$ cat src/rtl/compact_offset_tree_lookup_assert.svh
// Assertion macros shared by the lookup RTL.
// Every macro samples on clock and is disabled while reset is high.
`ifndef COMPACT_OFFSET_TREE_LOOKUP_ASSERT_SVH
`define COMPACT_OFFSET_TREE_LOOKUP_ASSERT_SVH

// Same-cycle implication.
`define COTL_ASSERT_IMP(name, ante, cons, msg) \
   name: assert property (@(posedge clock) disable iff (reset) (ante) |-> (cons)) \
      else $error(msg);

// Next-cycle implication.
`define COTL_ASSERT_NXT(name, ante, cons, msg) \
   name: assert property (@(posedge clock) disable iff (reset) (ante) |=> (cons)) \
      else $error(msg);

`endif

$ cat src/rtl/cotl_pkg.sv
// Shared types, constants and codes for the packed tree lookup.
// No dependencies; used by every module of the block except cotl_ram.
`timescale 1ns / 1ps
`default_nettype none

package cotl_pkg;

   // Default sizes of the block.
   localparam int TABLE_BYTES_DEF = 65536;
   localparam int MAX_STEPS_DEF   = 24;
   localparam int TABLES_DEF      = 4;

   // Request kinds.
   localparam logic KIND_WRITE  = 1'b0;
   localparam logic KIND_LOOKUP = 1'b1;

   // Byte encoding limits.
   localparam logic [7:0]  KEY_SHORT_MAX = 8'hde;
   localparam logic [7:0]  KEY_LONG      = 8'hdf;
   localparam logic [63:0] KEY_BIAS      = 64'd111;
   localparam logic [7:0]  PTR_SHORT_MAX = 8'hcf;
   localparam logic [7:0]  PTR_INNER_MAX = 8'hd8;
   localparam logic [7:0]  PTR_LONG_MAX  = 8'hdf;
   localparam logic [7:0]  VAL_SHORT_MAX = 8'hf7;
   localparam logic [3:0]  LONG_KEY_BYTES = 4'd8;
   localparam logic [3:0]  WIDE_FIELD_BYTES = 4'd2;

   // Kind of field being decoded.
   typedef enum logic [3:0] {
      FK_KEY  = 4'b0001,
      FK_PEEK = 4'b0010,
      FK_PTR  = 4'b0100,
      FK_VAL  = 4'b1000
   } field_type;

   // Source of the lookup result.
   typedef enum logic [2:0] {
      SEL_BEST = 3'd0,
      SEL_ONE  = 3'd1,
      SEL_LV   = 3'd2,
      SEL_OWN  = 3'd3,
      SEL_ACC  = 3'd4
   } sel_type;

   // Commands from the controller to the datapath.
   typedef struct packed {
      logic      write;
      logic      start;
      logic      first;
      logic      more;
      logic      skip;
      logic      near;
      logic      act_cur;
      logic      act_jump;
      logic      act_best;
      logic      save_lk;
      logic      save_lv;
      logic      save_own;
      logic      save_rk;
      logic      res_load;
      sel_type   res_sel;
      logic      out_load;
      field_type fk;
   } cmd_type;

   // Status from the datapath to the controller.
   typedef struct packed {
      logic near9;
      logic near3;
      logic more_pend;
      logic byte_zero;
      logic acc_zero;
      logic leaf;
      logic lt_parent;
      logic lk_hit;
      logic rk_hit;
      logic tbl_bad;
   } sts_type;

endpackage

`default_nettype wire

$ cat src/rtl/cotl_ctrl.sv
// Controller of the tree walk: state machine, walk phase and step count.
// Depends on cotl_pkg and the assertion header.
`timescale 1ns / 1ps
`default_nettype none
`include "compact_offset_tree_lookup_assert.svh"

module cotl_ctrl #(
   parameter int MAX_STEPS = cotl_pkg::MAX_STEPS_DEF,
   localparam int SW = $clog2(MAX_STEPS + 1)
) (
   input  wire logic              clock,
   input  wire logic              reset,
   input  wire logic              req_valid,
   input  wire logic              req_kind,
   output logic                   req_stall,
   output logic                   rsp_valid,
   input  wire logic              rsp_stall,
   input  wire cotl_pkg::sts_type sts,
   output cotl_pkg::cmd_type      cmd
);

   typedef enum logic [6:0] {
      S_IDLE  = 7'b0000001,
      S_FIELD = 7'b0000010,
      S_FIRST = 7'b0000100,
      S_NEXT  = 7'b0001000,
      S_MORE  = 7'b0010000,
      S_DONE  = 7'b0100000,
      S_OUT   = 7'b1000000
   } state_type;

   typedef enum logic [8:0] {
      P_KEY  = 9'b000000001,
      P_PEEK = 9'b000000010,
      P_PTR  = 9'b000000100,
      P_VAL  = 9'b000001000,
      P_LK   = 9'b000010000,
      P_LV   = 9'b000100000,
      P_OWN  = 9'b001000000,
      P_RK   = 9'b010000000,
      P_RV   = 9'b100000000
   } phase_type;

   localparam logic [SW-1:0] STEP_LAST = SW'(MAX_STEPS - 1);

   state_type          state_ff, state_in;
   phase_type          phase_ff, phase_in;
   logic [SW-1:0]      step_ff, step_in;
   logic               rsp_valid_ff, rsp_valid_in;
   cotl_pkg::field_type fk;
   logic               near_hit;

   // Field kind follows the walk phase.
   always_comb begin
      unique case (phase_ff)
         P_KEY, P_LK, P_RK: fk = cotl_pkg::FK_KEY;
         P_PEEK:            fk = cotl_pkg::FK_PEEK;
         P_PTR:             fk = cotl_pkg::FK_PTR;
         default:           fk = cotl_pkg::FK_VAL;
      endcase
   end

   // A field that starts too close to the end of the table reads as a fixed value; the peeked byte is exempt.
   assign near_hit = (fk == cotl_pkg::FK_KEY) ? sts.near9 :
                     (fk == cotl_pkg::FK_PEEK) ? 1'b0 : sts.near3;

   // Next-state and command logic.
   always_comb begin
      cmd          = '0;
      cmd.fk       = fk;
      state_in     = state_ff;
      phase_in     = phase_ff;
      step_in      = step_ff;
      rsp_valid_in = rsp_valid_ff && rsp_stall;
      unique case (state_ff)
         S_IDLE: begin
            if (req_valid) begin
               if (req_kind == cotl_pkg::KIND_WRITE) begin
                  cmd.write = 1'b1;
               end else if (sts.tbl_bad) begin
                  cmd.res_load = 1'b1;
                  cmd.res_sel  = cotl_pkg::SEL_ONE;
                  state_in     = S_OUT;
               end else begin
                  cmd.start = 1'b1;
                  step_in   = '0;
                  phase_in  = P_KEY;
                  state_in  = S_FIELD;
               end
            end
         end
         S_FIELD: begin
            if (near_hit) begin
               cmd.near = 1'b1;
               state_in = S_DONE;
            end else begin
               state_in = S_FIRST;
            end
         end
         S_FIRST: begin
            if (phase_ff == P_PEEK) begin
               state_in = S_FIELD;
               if (sts.byte_zero) begin
                  cmd.skip = 1'b1;
                  phase_in = P_LK;
               end else begin
                  phase_in = P_PTR;
               end
            end else begin
               cmd.first = 1'b1;
               state_in  = S_NEXT;
            end
         end
         S_NEXT: begin
            state_in = sts.more_pend ? S_MORE : S_DONE;
         end
         S_MORE: begin
            cmd.more = 1'b1;
            state_in = S_NEXT;
         end
         S_DONE: begin
            state_in = S_FIELD;
            unique case (phase_ff)
               P_KEY: begin
                  if (sts.acc_zero) begin
                     cmd.res_load = 1'b1;
                     cmd.res_sel  = cotl_pkg::SEL_BEST;
                     state_in     = S_OUT;
                  end else begin
                     cmd.act_cur = 1'b1;
                     phase_in    = sts.leaf ? P_LK : P_PEEK;
                  end
               end
               P_PTR, P_VAL: begin
                  if (phase_ff == P_PTR && !sts.lt_parent) begin
                     phase_in = P_VAL;
                  end else begin
                     cmd.act_jump = (phase_ff == P_PTR);
                     cmd.act_best = (phase_ff == P_VAL);
                     if (step_ff == STEP_LAST) begin
                        phase_in = P_LK;
                     end else begin
                        step_in  = step_ff + 1'b1;
                        phase_in = P_KEY;
                     end
                  end
               end
               P_LK: begin
                  cmd.save_lk = 1'b1;
                  phase_in    = P_LV;
               end
               P_LV: begin
                  cmd.save_lv = 1'b1;
                  phase_in    = P_OWN;
               end
               P_OWN: begin
                  cmd.save_own = 1'b1;
                  if (sts.lt_parent) begin
                     cmd.res_load = 1'b1;
                     cmd.res_sel  = sts.lk_hit ? cotl_pkg::SEL_LV : cotl_pkg::SEL_BEST;
                     state_in     = S_OUT;
                  end else begin
                     phase_in = P_RK;
                  end
               end
               P_RK: begin
                  cmd.save_rk = 1'b1;
                  phase_in    = P_RV;
               end
               P_RV: begin
                  cmd.res_load = 1'b1;
                  cmd.res_sel  = sts.rk_hit ? cotl_pkg::SEL_ACC : cotl_pkg::SEL_OWN;
                  state_in     = S_OUT;
               end
               default: begin
                  state_in = S_IDLE;
               end
            endcase
         end
         S_OUT: begin
            if (!rsp_valid_ff || !rsp_stall) begin
               cmd.out_load = 1'b1;
               rsp_valid_in = 1'b1;
               state_in     = S_IDLE;
            end
         end
         default: begin
            state_in = S_IDLE;
         end
      endcase
   end

   // Control registers.
   always_ff @(posedge clock) begin
      if (reset) begin
         state_ff     <= S_IDLE;
         phase_ff     <= P_KEY;
         step_ff      <= '0;
         rsp_valid_ff <= 1'b0;
      end else begin
         state_ff     <= state_in;
         phase_ff     <= phase_in;
         step_ff      <= step_in;
         rsp_valid_ff <= rsp_valid_in;
      end
   end

   assign req_stall = (state_ff != S_IDLE);
   assign rsp_valid = rsp_valid_ff;

   // Checks on the sequencing.
   `COTL_ASSERT_NXT(a_out_holds, (state_ff == S_OUT) && rsp_valid_ff && rsp_stall, state_ff == S_OUT, "result overwritten while stalled")
   `COTL_ASSERT_IMP(a_step_range, state_ff != S_IDLE, step_ff <= STEP_LAST, "step count out of range")
   `COTL_ASSERT_NXT(a_lookup_busy, req_valid && !req_stall && (req_kind == cotl_pkg::KIND_LOOKUP), state_ff != S_IDLE, "lookup request not started")
   `COTL_ASSERT_NXT(a_write_idle, req_valid && !req_stall && (req_kind == cotl_pkg::KIND_WRITE), state_ff == S_IDLE, "write request left idle")

endmodule

`default_nettype wire

$ cat config.mk
export PLATFORM = sky130hd
export DESIGN_NAME = cotl_ctrl
export DESIGN_NICKNAME = d
export VERILOG_FILES = /design/src/rtl/cotl_pkg.sv /design/src/rtl/cotl_ctrl.sv
export VERILOG_INCLUDE_DIRS = /design/src /design/src/rtl
export SDC_FILE = /design/constraint.sdc
export NUM_CORES = 1
export LEC_CHECK = 0
export ABC_CLOCK_PERIOD_IN_PS = 4250
export BUFFER_PORTS_ARGS = -buffer_cell sky130_fd_sc_hd__buf_2
export CORE_MARGIN = 3
export CORE_UTILIZATION = 26
export CTS_CLUSTER_SIZE = 16
export DETAILED_ROUTE_END_ITERATION = 12
export SYNTH_ARGS = -nofsm -noshare
export SYNTH_HDL_FRONTEND = slang
export SYNTH_SLANG_ARGS = --single-unit
$ cat constraint.sdc
create_clock -name clock -period 4.25 [get_ports clock]
set_input_delay 0.6375 -clock clock [delete_from_list [all_inputs] [get_ports clock]]
set_output_delay 0.6375 -clock clock [all_outputs]
set_load 0.02 [all_outputs]
==> results.md, run 1 <==
- Outcome: finished clean
- Fin worst setup slack: 1.313 ns
- Skew-Pair Late Insertion Delay: 0.27 ns
- TritonCTS Buffers: 3
- Cell Int Power: between 0.3 and 0.4 mW
- Reg2Reg Depth: 6
- Hold_buf cts: 0
- Reg area: 440.4 um^2
- Crit path from: phase_ff[8]$_SDFFE_PP0P_
- Crit path capture type: output port
- Sink Count: 22
- Crit Path Max Fanout: 9
- Worst slew margin relative to its limit: 63.46%
- Multi-input gate area: approximately 1100 um^2
- First-pass GRT wire length: 7.065 mm
- Root Buffer: clkbuf_8
- Seq pwr share: a little under half
- Ys async rst share: 0%
- Commonest cells after routing, fill and taps aside: buf_2 (38), nor2_1 (24), dfxtp_1 (22)
- DRC Markers: 0
- NetSw: 0.1350 mW
- Max_cap viols: 0
- Crit path to: cmd[16]
- Post-synthesis area per instance: between 7 and 8 um^2
- Crit Reg-Reg Endpoint: phase_ff[1]$_SDFFE_PP0P_
- Initial core utilization: 27.14%
- Reg2reg setup slack: about 2 ns
- Slew @ Worst Pin: 0.5435 ns
- Share of layout cells above drive strength 1: 25.00%
- Post-CTS sizing: 0
- Worst r2r src: state_ff[3]$_SDFFE_PP0P_
- Largest net degree at the start of global routing: 19
- Commonest non-fill, non-tap cell in the layout: buf_2
- Crit path launch type: register
- GRT Util Overall: between 10% and 20%
- Vias: between 1500 and 2000
- Vias in the first global route: 1412
- WL/cell: 14.41 um
- Maximum buffer depth of the clock tree: 2
- Num ports: 39
- TNS Setup: 0 ns
- CP arrival: 2.30 ns
- Die W: 84.85 um
- Cell Area, Synth: 1617 um^2
- Final WL: 4.423 mm
- Main flop type after synthesis: dfxtp_1
- Die height: 84.85 um
- Number of synthesized flops with an enable pin: 0
- Sw frac: between 20% and 30%
- Layout area overhead: 16.72%
- Remaining global-route overflow: 0
- Hold Path Class: register to register
- Pleak: 0.7868 nW
- H-Tree Depth: 1
- Nets@finish: about 250
- Core area: 5956 um^2
- Final Hold Viols: 0
- Remaining antenna violation count: 0
- Post-synth cell types: 57
- First-pass detailed-route iteration total: 4
- Post-CTS Setup Repair Bufs: 0
- Antenna cells: 0
- CTS tree: done
- RSZ-0062 raised after global routing: false
- Max-slew violation total from the final report: 0
- Max VDD drop: 0.09042 mV
- Clk pwr share: 33.9%
- Sequential area share after synthesis: between 20 and 30%
- FMAX: 340.5 MHz
- Drt via density: 5.094
- Synth Register Bits: 22
- Comb power frac: 19.5%
- DP Wirelength: 3.421 mm
- Setup WS pre-CTS: approximately 1.5 ns
- Period Utilization, post-route: between 60 and 70%
- Initial antenna violation count: 0
- Final Critical Period: 2.937 ns
- Iteration-0 DRC Markers: 79
- Cell count after synthesis: a little over 200
- Tot Pwr: about 0.46 mW
- Reg clk slew, reported paths: 0.09 ns
- PD cells: 245.7 nW/um^2
- Syn. warnings: 0
- IO buf count: 38
- Clock skew: just over 0.007 ns
- CP Data Required Time: ~3.6 ns
- Setup violations, final: 0
- Final GP Congestion: 0.8985
- Kind of critical path: register to output port
- # fillers: roughly 640
- Rows: 28
- Hold_ws: 0.4985 ns
- Die area: 7200 um^2
- Syn Nets: 219
## critical path, stage by stage, from the launching register on
cell and delay (ns):
dfxtp_1 0.40, nor3_1 0.42, nand2_1 0.20, nor3_1 0.46, mux2i_1 0.30, nor2_1 0.08
buf_2 0.16
## power groups by stage
stage               combinational (mW)  clock, mW  sequential [mW]
finish                          0.0904      0.157            0.216
global placement                0.0902          0            0.221
floorplan                       0.0692          0            0.219
CTS                             0.0910      0.165            0.216
global route                    0.0975      0.172            0.216
detailed placement              0.0906          0            0.221
## cell families (layout without fill, tap and decap cells)
| family | Yosys count | in the layout | synth area share [%] |
|---|---|---|---|
| multiplexers | 6 | 6 | 4.025 |
| AND/OR/NAND/NOR | 113 | 113 | 41.87 |
| flip-flops | 22 | 22 | 27.24 |
| buffers and inverters | 17 | 46 | 5.186 |
| XOR/XNOR | 5 | 5 | 2.709 |
| AO/OA/AOI/OAI | 39 | 39 | 18.19 |
| adder cells (fa/ha/maj) | 1 | 1 | 0.7739 |
## state kept, by name, summed over array words and instances, names as in the netlist
signal,count
rsp_valid,1
phase_ff,9
step_ff,5
state_ff,7
## worst min-delay path by stage
stage,from,end,slack (ns),cells after the start
after floorplan,step_ff[4]$_SDFFE_PP0P_,step_ff[4]$_SDFFE_PP0P_,0.46,2
after global placement,step_ff[4]$_SDFFE_PP0P_,step_ff[4]$_SDFFE_PP0P_,0.47,2
after detailed placement,rsp_valid$_SDFF_PP0_,rsp_valid$_SDFF_PP0_,0.49,2
after CTS,rsp_valid$_SDFF_PP0_,rsp_valid$_SDFF_PP0_,0.50,2
after global routing,rsp_valid$_SDFF_PP0_,rsp_valid$_SDFF_PP0_,0.52,2
final,rsp_valid$_SDFF_PP0_,rsp_valid$_SDFF_PP0_,0.50,2
## cells in the mapped netlist, types with 3 or more instances
master / count / area (um^2)
buf_2: 4 / 20.02
xor2_1: 4 / 35.03
nand2_1: 17 / 63.81
and3_1: 3 / 18.77
clkbuf_1: 7 / 26.28
a21oi_1: 7 / 35.03
or3_1: 5 / 31.28
nor2b_1: 9 / 56.30
inv_1: 3 / 11.26
a22o_1: 3 / 26.28
nor4_1: 3 / 18.77
dfxtp_1: 22 / 440.4
nor2_1: 24 / 90.09
nand3_1: 3 / 15.01
nor3b_1: 10 / 75.07
o21ai_0: 9 / 45.04
o21a_1: 3 / 22.52
nand4b_1: 3 / 26.28
mux2i_1: 5 / 50.05
nor3_1: 10 / 50.05
and2_1: 3 / 18.77
## cell type report
cell class              instances  share of cell area [%]
flip-flops and latches         22                   23.34
inverters                       4                  0.7958
well taps                      75                   4.973
clock buffers                   4                   2.918
repair buffers                 38                   10.08
multi-input cells             164                   57.89
## per-stage QoR
stage	utilization (%)	instance area, um^2	cells
after global placement	30.76	1832	303
after detailed placement	30.76	1832	303
after floorplan	-	1617	203
after global routing	31.68	1887	307
final	31.68	1887	307
after CTS	31.68	1887	307
## layer usage
metal	routed length, um	GRT usage (%)
met5	0	0
met4	25	2.446
met2	1982	19.07
met3	290	3.301
met1	2124	16.87
(Power assumes the default switching activity.)
==> run 2: changes to the inputs <==
Settings changed: ABC_CLOCK_PERIOD_IN_PS 4250 to 2800.
Clock period 4.25 ns to 2.8 ns, I/O delays scaled along.
==> run 2 against run 1 <==
Against the previous run:
- cell count increased by 0.33%
- register-to-register slack got worse by 1.4 ns
- non-clock buffer count increased by 1
- clock power increased by 90%
- flip-flop and latch count unchanged
- sequential power increased by 52%
- die area unchanged
- critical path type unchanged
- critical endpoint is now cmd[8]
==> results.md, run 2 (same netlist as run 1, synthesis figures left out) <==
- Die W: between 80 and 90 um
- Worst Path Buf+Inv: 2
- Reg clk slew, reported paths: 0.09 ns
- Worst r2r src: state_ff[3]$_SDFFE_PP0P_
- Reg area: 440.4 um^2
- Final WL: 4.549 mm
- FMAX: a little under 400 MHz
- Drt via density: about 5.2
- Metal1 wirelength: roughly 2.3 mm
- Num ports: 39
- CTS tree: done
- First-pass detailed-route iteration total: 4
- Crit-path slowest cell: or4b_1
- Final Critical Period: around 2.5 ns
- Hold_ws: 0.4218 ns
- Clock skew: 0.01527 ns
- Initial core utilization: 27.14%
- Max_cap viols: 0
- WL met3: around 310 um
- Crit path largest cell delay: 0.52 ns
- Crit path launch type: register
- Largest register FFs: 9
- Iteration-0 DRC Markers: roughly 210
- Die area: 7200 um^2
- Worst Hold Launch: rsp_stall
- Vias in the first global route: 1501
- CP arrival: roughly 2.1 ns
- Rows: 28
- DRC Markers: 0
- Initial antenna violation count: 0
- Commonest non-fill, non-tap cell in the layout: buf_2
- TritonCTS Buffers: 3
- PD cells: 397.6 nW/um^2
- CP Data Required Time: 2.38 ns
- Share of layout cells above drive strength 1: 25.75%
- Largest register by flop count: phase_ff
- Crit path capture type: output port
- Skew-Pair Late Insertion Delay: 0.27 ns
- GRT Util Overall: 12.96%
- Worst path top cell family by delay: simple AND/OR/NAND/NOR gates
- # fillers: about 660
- Final Hold Viols: 0
- Setup violations, final: 0
- WL/cell: 14.77 um
- Slew @ Worst Pin: roughly 0.49 ns
- Max Used Layer: met4
- Worst slew margin relative to its limit: 67.12%
- RSZ-0062 raised after global routing: false
- Nets@finish: 250
- Hold_buf cts: 0
- Root Buffer: clkbuf_8
- IO buf count: 38
- Pleak: 0.7994 nW
- Commonest cells after routing, fill and taps aside: buf_2 (38), nor2_1 (24), dfxtp_1 (22)
- Final GP Congestion: 0.8936
- Biggest regs: phase_ff (9), state_ff (7), step_ff (5)
- Crit Path Max Fanout: 9
- Largest net degree at the start of global routing: 19
- Multi-input gate area: ~1100 um^2
- Die height: around 85 um
- DP Wirelength: 3.568 mm
- Max-slew violation total from the final report: 0
- Sink Count: 22
- Remaining global-route overflow: 0
- First-pass GRT wire length: 7.631 mm
- Hold Path Class: input port to register
- Maximum buffer depth of the clock tree: 2
- Routed wl met2: 1.950 mm
- Period Utilization, post-route: roughly 90%
- Antenna cells: 0
- Kind of critical path: register to output port
- Vias: around 1600
- Outcome: finished clean
- Crit path from: phase_ff[0]$_SDFFE_PP1P_
- Max VDD drop: 0.1705 mV
- Layout area overhead: 18.58%
- TNS Setup: 0 ns
- H-Tree Depth: 1
- Core area: 5956 um^2
- Remaining antenna violation count: 0
- Worst-path cell chain: or4b_1, nor4_1, a32oi_1, nor2_1, a21oi_1, inv_1, buf_2
==> run 2: power by group <==
| part | internal, mW | switching, mW | total, mW | leakage, nW |
|---|---|---|---|---|
| clock | 0.191 | 0.108 | 0.299 | 0.0357 |
| combinational | 0.0549 | 0.0805 | 0.135 | 0.586 |
| sequential | 0.318 | 0.00934 | 0.328 | 0.178 |
==> run 2: routing by layer <==
metal,global-route usage [%],vias to the layer above
met5,0,-
met4,2.590,0
met3,2.621,4
met2,19.43,48
met1,19.23,742
li1,-,800
==> run 2: repair_timing <==
action / CTS / global route
setup buffers: 0 / 0
resized for setup: 0 / 1
endpoints found under the setup margin: 0 / 2
==> run 2: worst paths after layout <==
check                                           endpoint  slack (ns)  cells past startpoint
worst max-delay path                              cmd[8]        0.27                      7
worst min-delay path                rsp_valid$_SDFF_PP0_        0.42                      3
worst max register to register  phase_ff[1]$_SDFFE_PP0P_        0.55                      6
worst min register to register   step_ff[4]$_SDFFE_PP0P_        0.49                      2
==> run 2: worst min-delay path, cell delays in order <==
cell	delay, ns
buf_2	0.11
nand2_1	0.05
a21oi_1	0.05
==> run 2: cell type report <==
| class | count | area share, % |
|---|---|---|
| clock buffer | 3 | 2.154 |
| tap | 75 | 4.896 |
| clock inverter | 1 | 1.567 |
| sequential | 22 | 22.98 |
| inverter | 4 | 0.7833 |
| multi-input combinational | 164 | 57.31 |
| timing repair buffer | 39 | 10.31 |
==> run 2: per-stage QoR <==
step | setup WS [ns] | cell area (um^2) | power [mW] | util [%] | cells
global placement | 0.4007 | 1839 | 0.4707 | 30.88 | 304
detailed placement | 0.4691 | 1839 | 0.4709 | 30.88 | 304
floorplan | 0.3725 | 1617 | 0.4381 | - | 203
global route | 0.02589 | 1917 | 0.7982 | 32.18 | 308
finish | 0.2695 | 1917 | 0.7620 | 32.18 | 308
CTS | 0.1666 | 1911 | 0.7736 | 32.08 | 308
==> run 3: changes to the inputs <==
Settings changed: ABC_CLOCK_PERIOD_IN_PS 2800 to 2850, CORE_UTILIZATION 26 to 53, PLACE_DENSITY set to 0.79.
Clock period 2.8 ns to 2.85 ns, I/O delays scaled along.
==> run 3 against run 2 <==
Against the previous run:
- count of clock-buffer cells in the layout grew 1
- setup slack got worse by 0.059 ns
- first-iteration DRC count decreased by 50%
- non-clock buffer count down 1
- largest power group unchanged
- largest cell class unchanged
- global-route usage is 9.9 points higher
- via count increased by 0.56%
==> results.md, run 3 (same netlist as run 1, synthesis figures left out) <==
- Pleak: 0.7801 nW
- Post-CTS sizing: 0
- Outcome: finished clean
- Core area: 2829 um^2
- Hold_buf cts: 0
- Clock skew: 0.01356 ns
- WL/cell: 15.35 um
- Final Critical Period: 2.640 ns
- Period Utilization, post-route: 92.61%
- Worst-path cell chain: nor4_2, nand4_1, and2_1, mux2i_1, nor2_1, buf_2
- Setup WS pre-CTS: 0.4961 ns
- CP Data Required Time: approximately 2.4 ns
- RSZ-0062 raised after global routing: false
- Commonest cells after routing, fill and taps aside: buf_2 (38), nor2_1 (24), dfxtp_1 (22)
- Reg clk slew, reported paths: 0.14 ns
- Final GP Congestion: between 0.9 and 1
- Fin cells: 263
- Fin worst setup slack: 0.2105 ns
- Initial core utilization: ~57%
- CP arrival: 2.21 ns
- Die W: 61.23 um
- # fillers: 270
- Layout area overhead: 12.46%
- Post-CTS Setup Repair Bufs: 0
- Remaining antenna violation count: 0
- First-pass detailed-route iteration total: 5
- WHS Path Cells: 3
- Commonest non-fill, non-tap cell in the layout: buf_2
- Final WL: 4.037 mm
- Num ports: 39
- DRC Markers: 0
- Drt via density: 6.095
- Max-slew violation total from the final report: 0
- DP Wirelength: 3.033 mm
- TritonCTS Buffers: 3
- Crit path capture type: output port
- Vias in the first global route: 1431
- Crit path largest cell delay: 0.54 ns
- CTS tree: done
- GRT Util Overall: a little under a quarter
- Remaining global-route overflow: 0
- Largest register FFs: 9
- Hold Path Class: input port to register
- Max_cap viols: 0
- Setup violations, final: 0
- TNS Setup: 0 ns
- Sink Count: 22
- First-pass GRT wire length: 6.458 mm
- Maximum buffer depth of the clock tree: 2
- Crit. path cell count: 6
- Vias: 1603
- Kind of critical path: register to output port
- Max VDD drop: 0.2252 mV
- Iteration-0 DRC Markers: 104
- Tot Pwr: 0.6346 mW
- Die height: just over 60 um
- Skew-Pair Late Insertion Delay: 0.32 ns
- IO buf count: 38
- Nets@finish: 249
- H-Tree Depth: 1
- Die area: about 3700 um^2
- Crit-path slowest cell: nor4_2
- Rows: 19
- Largest register by flop count: phase_ff
- FMAX: 378.9 MHz
- Worst path top cell family by delay: simple AND/OR/NAND/NOR gates
- Worst Path Buf+Inv: 1
- Reg2Reg Depth: 6
- Placed insts: 259
- Biggest regs: phase_ff (9), state_ff (7), step_ff (5)
- Crit path launch type: register
- Share of layout cells above drive strength 1: between 20 and 30%
- Largest net degree at the start of global routing: 19
- Worst slew margin relative to its limit: between 60% and 70%
- Final Hold Viols: 0
- Initial antenna violation count: 0
- Root Buffer: clkbuf_4
- Reg area: between 400 and 500 um^2
- Antenna cells: 0
- Slew @ Worst Pin: 0.5305 ns
- PD cells: 349.1 nW/um^2
- Crit Path Max Fanout: 10
- Multi-input gate area: 1097 um^2
==> run 3: metrics by stage <==
step	cell area, um^2	utilization [%]	hold slack [ns]
2_1_floorplan	1617	-	0.4572
3_3_place_gp	1777	62.80	0.4825
3_5_place_dp	1777	62.80	0.4887
4_1_cts	1813	64.09	0.3662
5_1_grt	1818	64.26	0.3667
6_report	1818	64.26	0.3672
==> run 3: worst paths after layout <==
check	startpoint	to	slack, ns
worst max-delay path	phase_ff[4]$_SDFFE_PP0P_	cmd[16]	0.21
worst min-delay path	rsp_stall	rsp_valid$_SDFF_PP0_	0.37
worst max register to register	state_ff[3]$_SDFFE_PP0P_	phase_ff[1]$_SDFFE_PP0P_	0.61
worst min register to register	rsp_valid$_SDFF_PP0_	rsp_valid$_SDFF_PP0_	0.51
==> run 3: power by group <==
part           switching [mW]  leakage, nW  total (mW)  internal (mW)
logic                  0.0765        0.581       0.130         0.0536
clock network           0.104       0.0210       0.182         0.0782
registers             0.00913        0.178       0.322          0.313
==> run 3: final cells by class <==
type | instances | share of cell area [%]
clock buffers | 4 | 1.996
inverters | 4 | 0.8259
multi-input cells | 164 | 60.36
flip-flops and latches | 22 | 24.23
well taps | 31 | 2.134
repair buffers | 38 | 10.46
==> run 3: routing by layer <==
metal  track usage (%)  up-vias  share of wire [%]  routed length, um
met4             6.192        0               0.42                 17
met2             37.61       55                 47               1916
li1                  -      798                  -                  -
met1             29.89      746                 45               1824
met5                 0        -                  0                  0
met3             5.660        4                6.9                278
==> run 3: worst register-to-register path: cells and delay by family (launching register included) <==
family | cells | cell delay [ns]
compound gates | 1 | 0.30
flops | 1 | 0.52
mux | 1 | 0.33
simple gates | 4 | 1.01
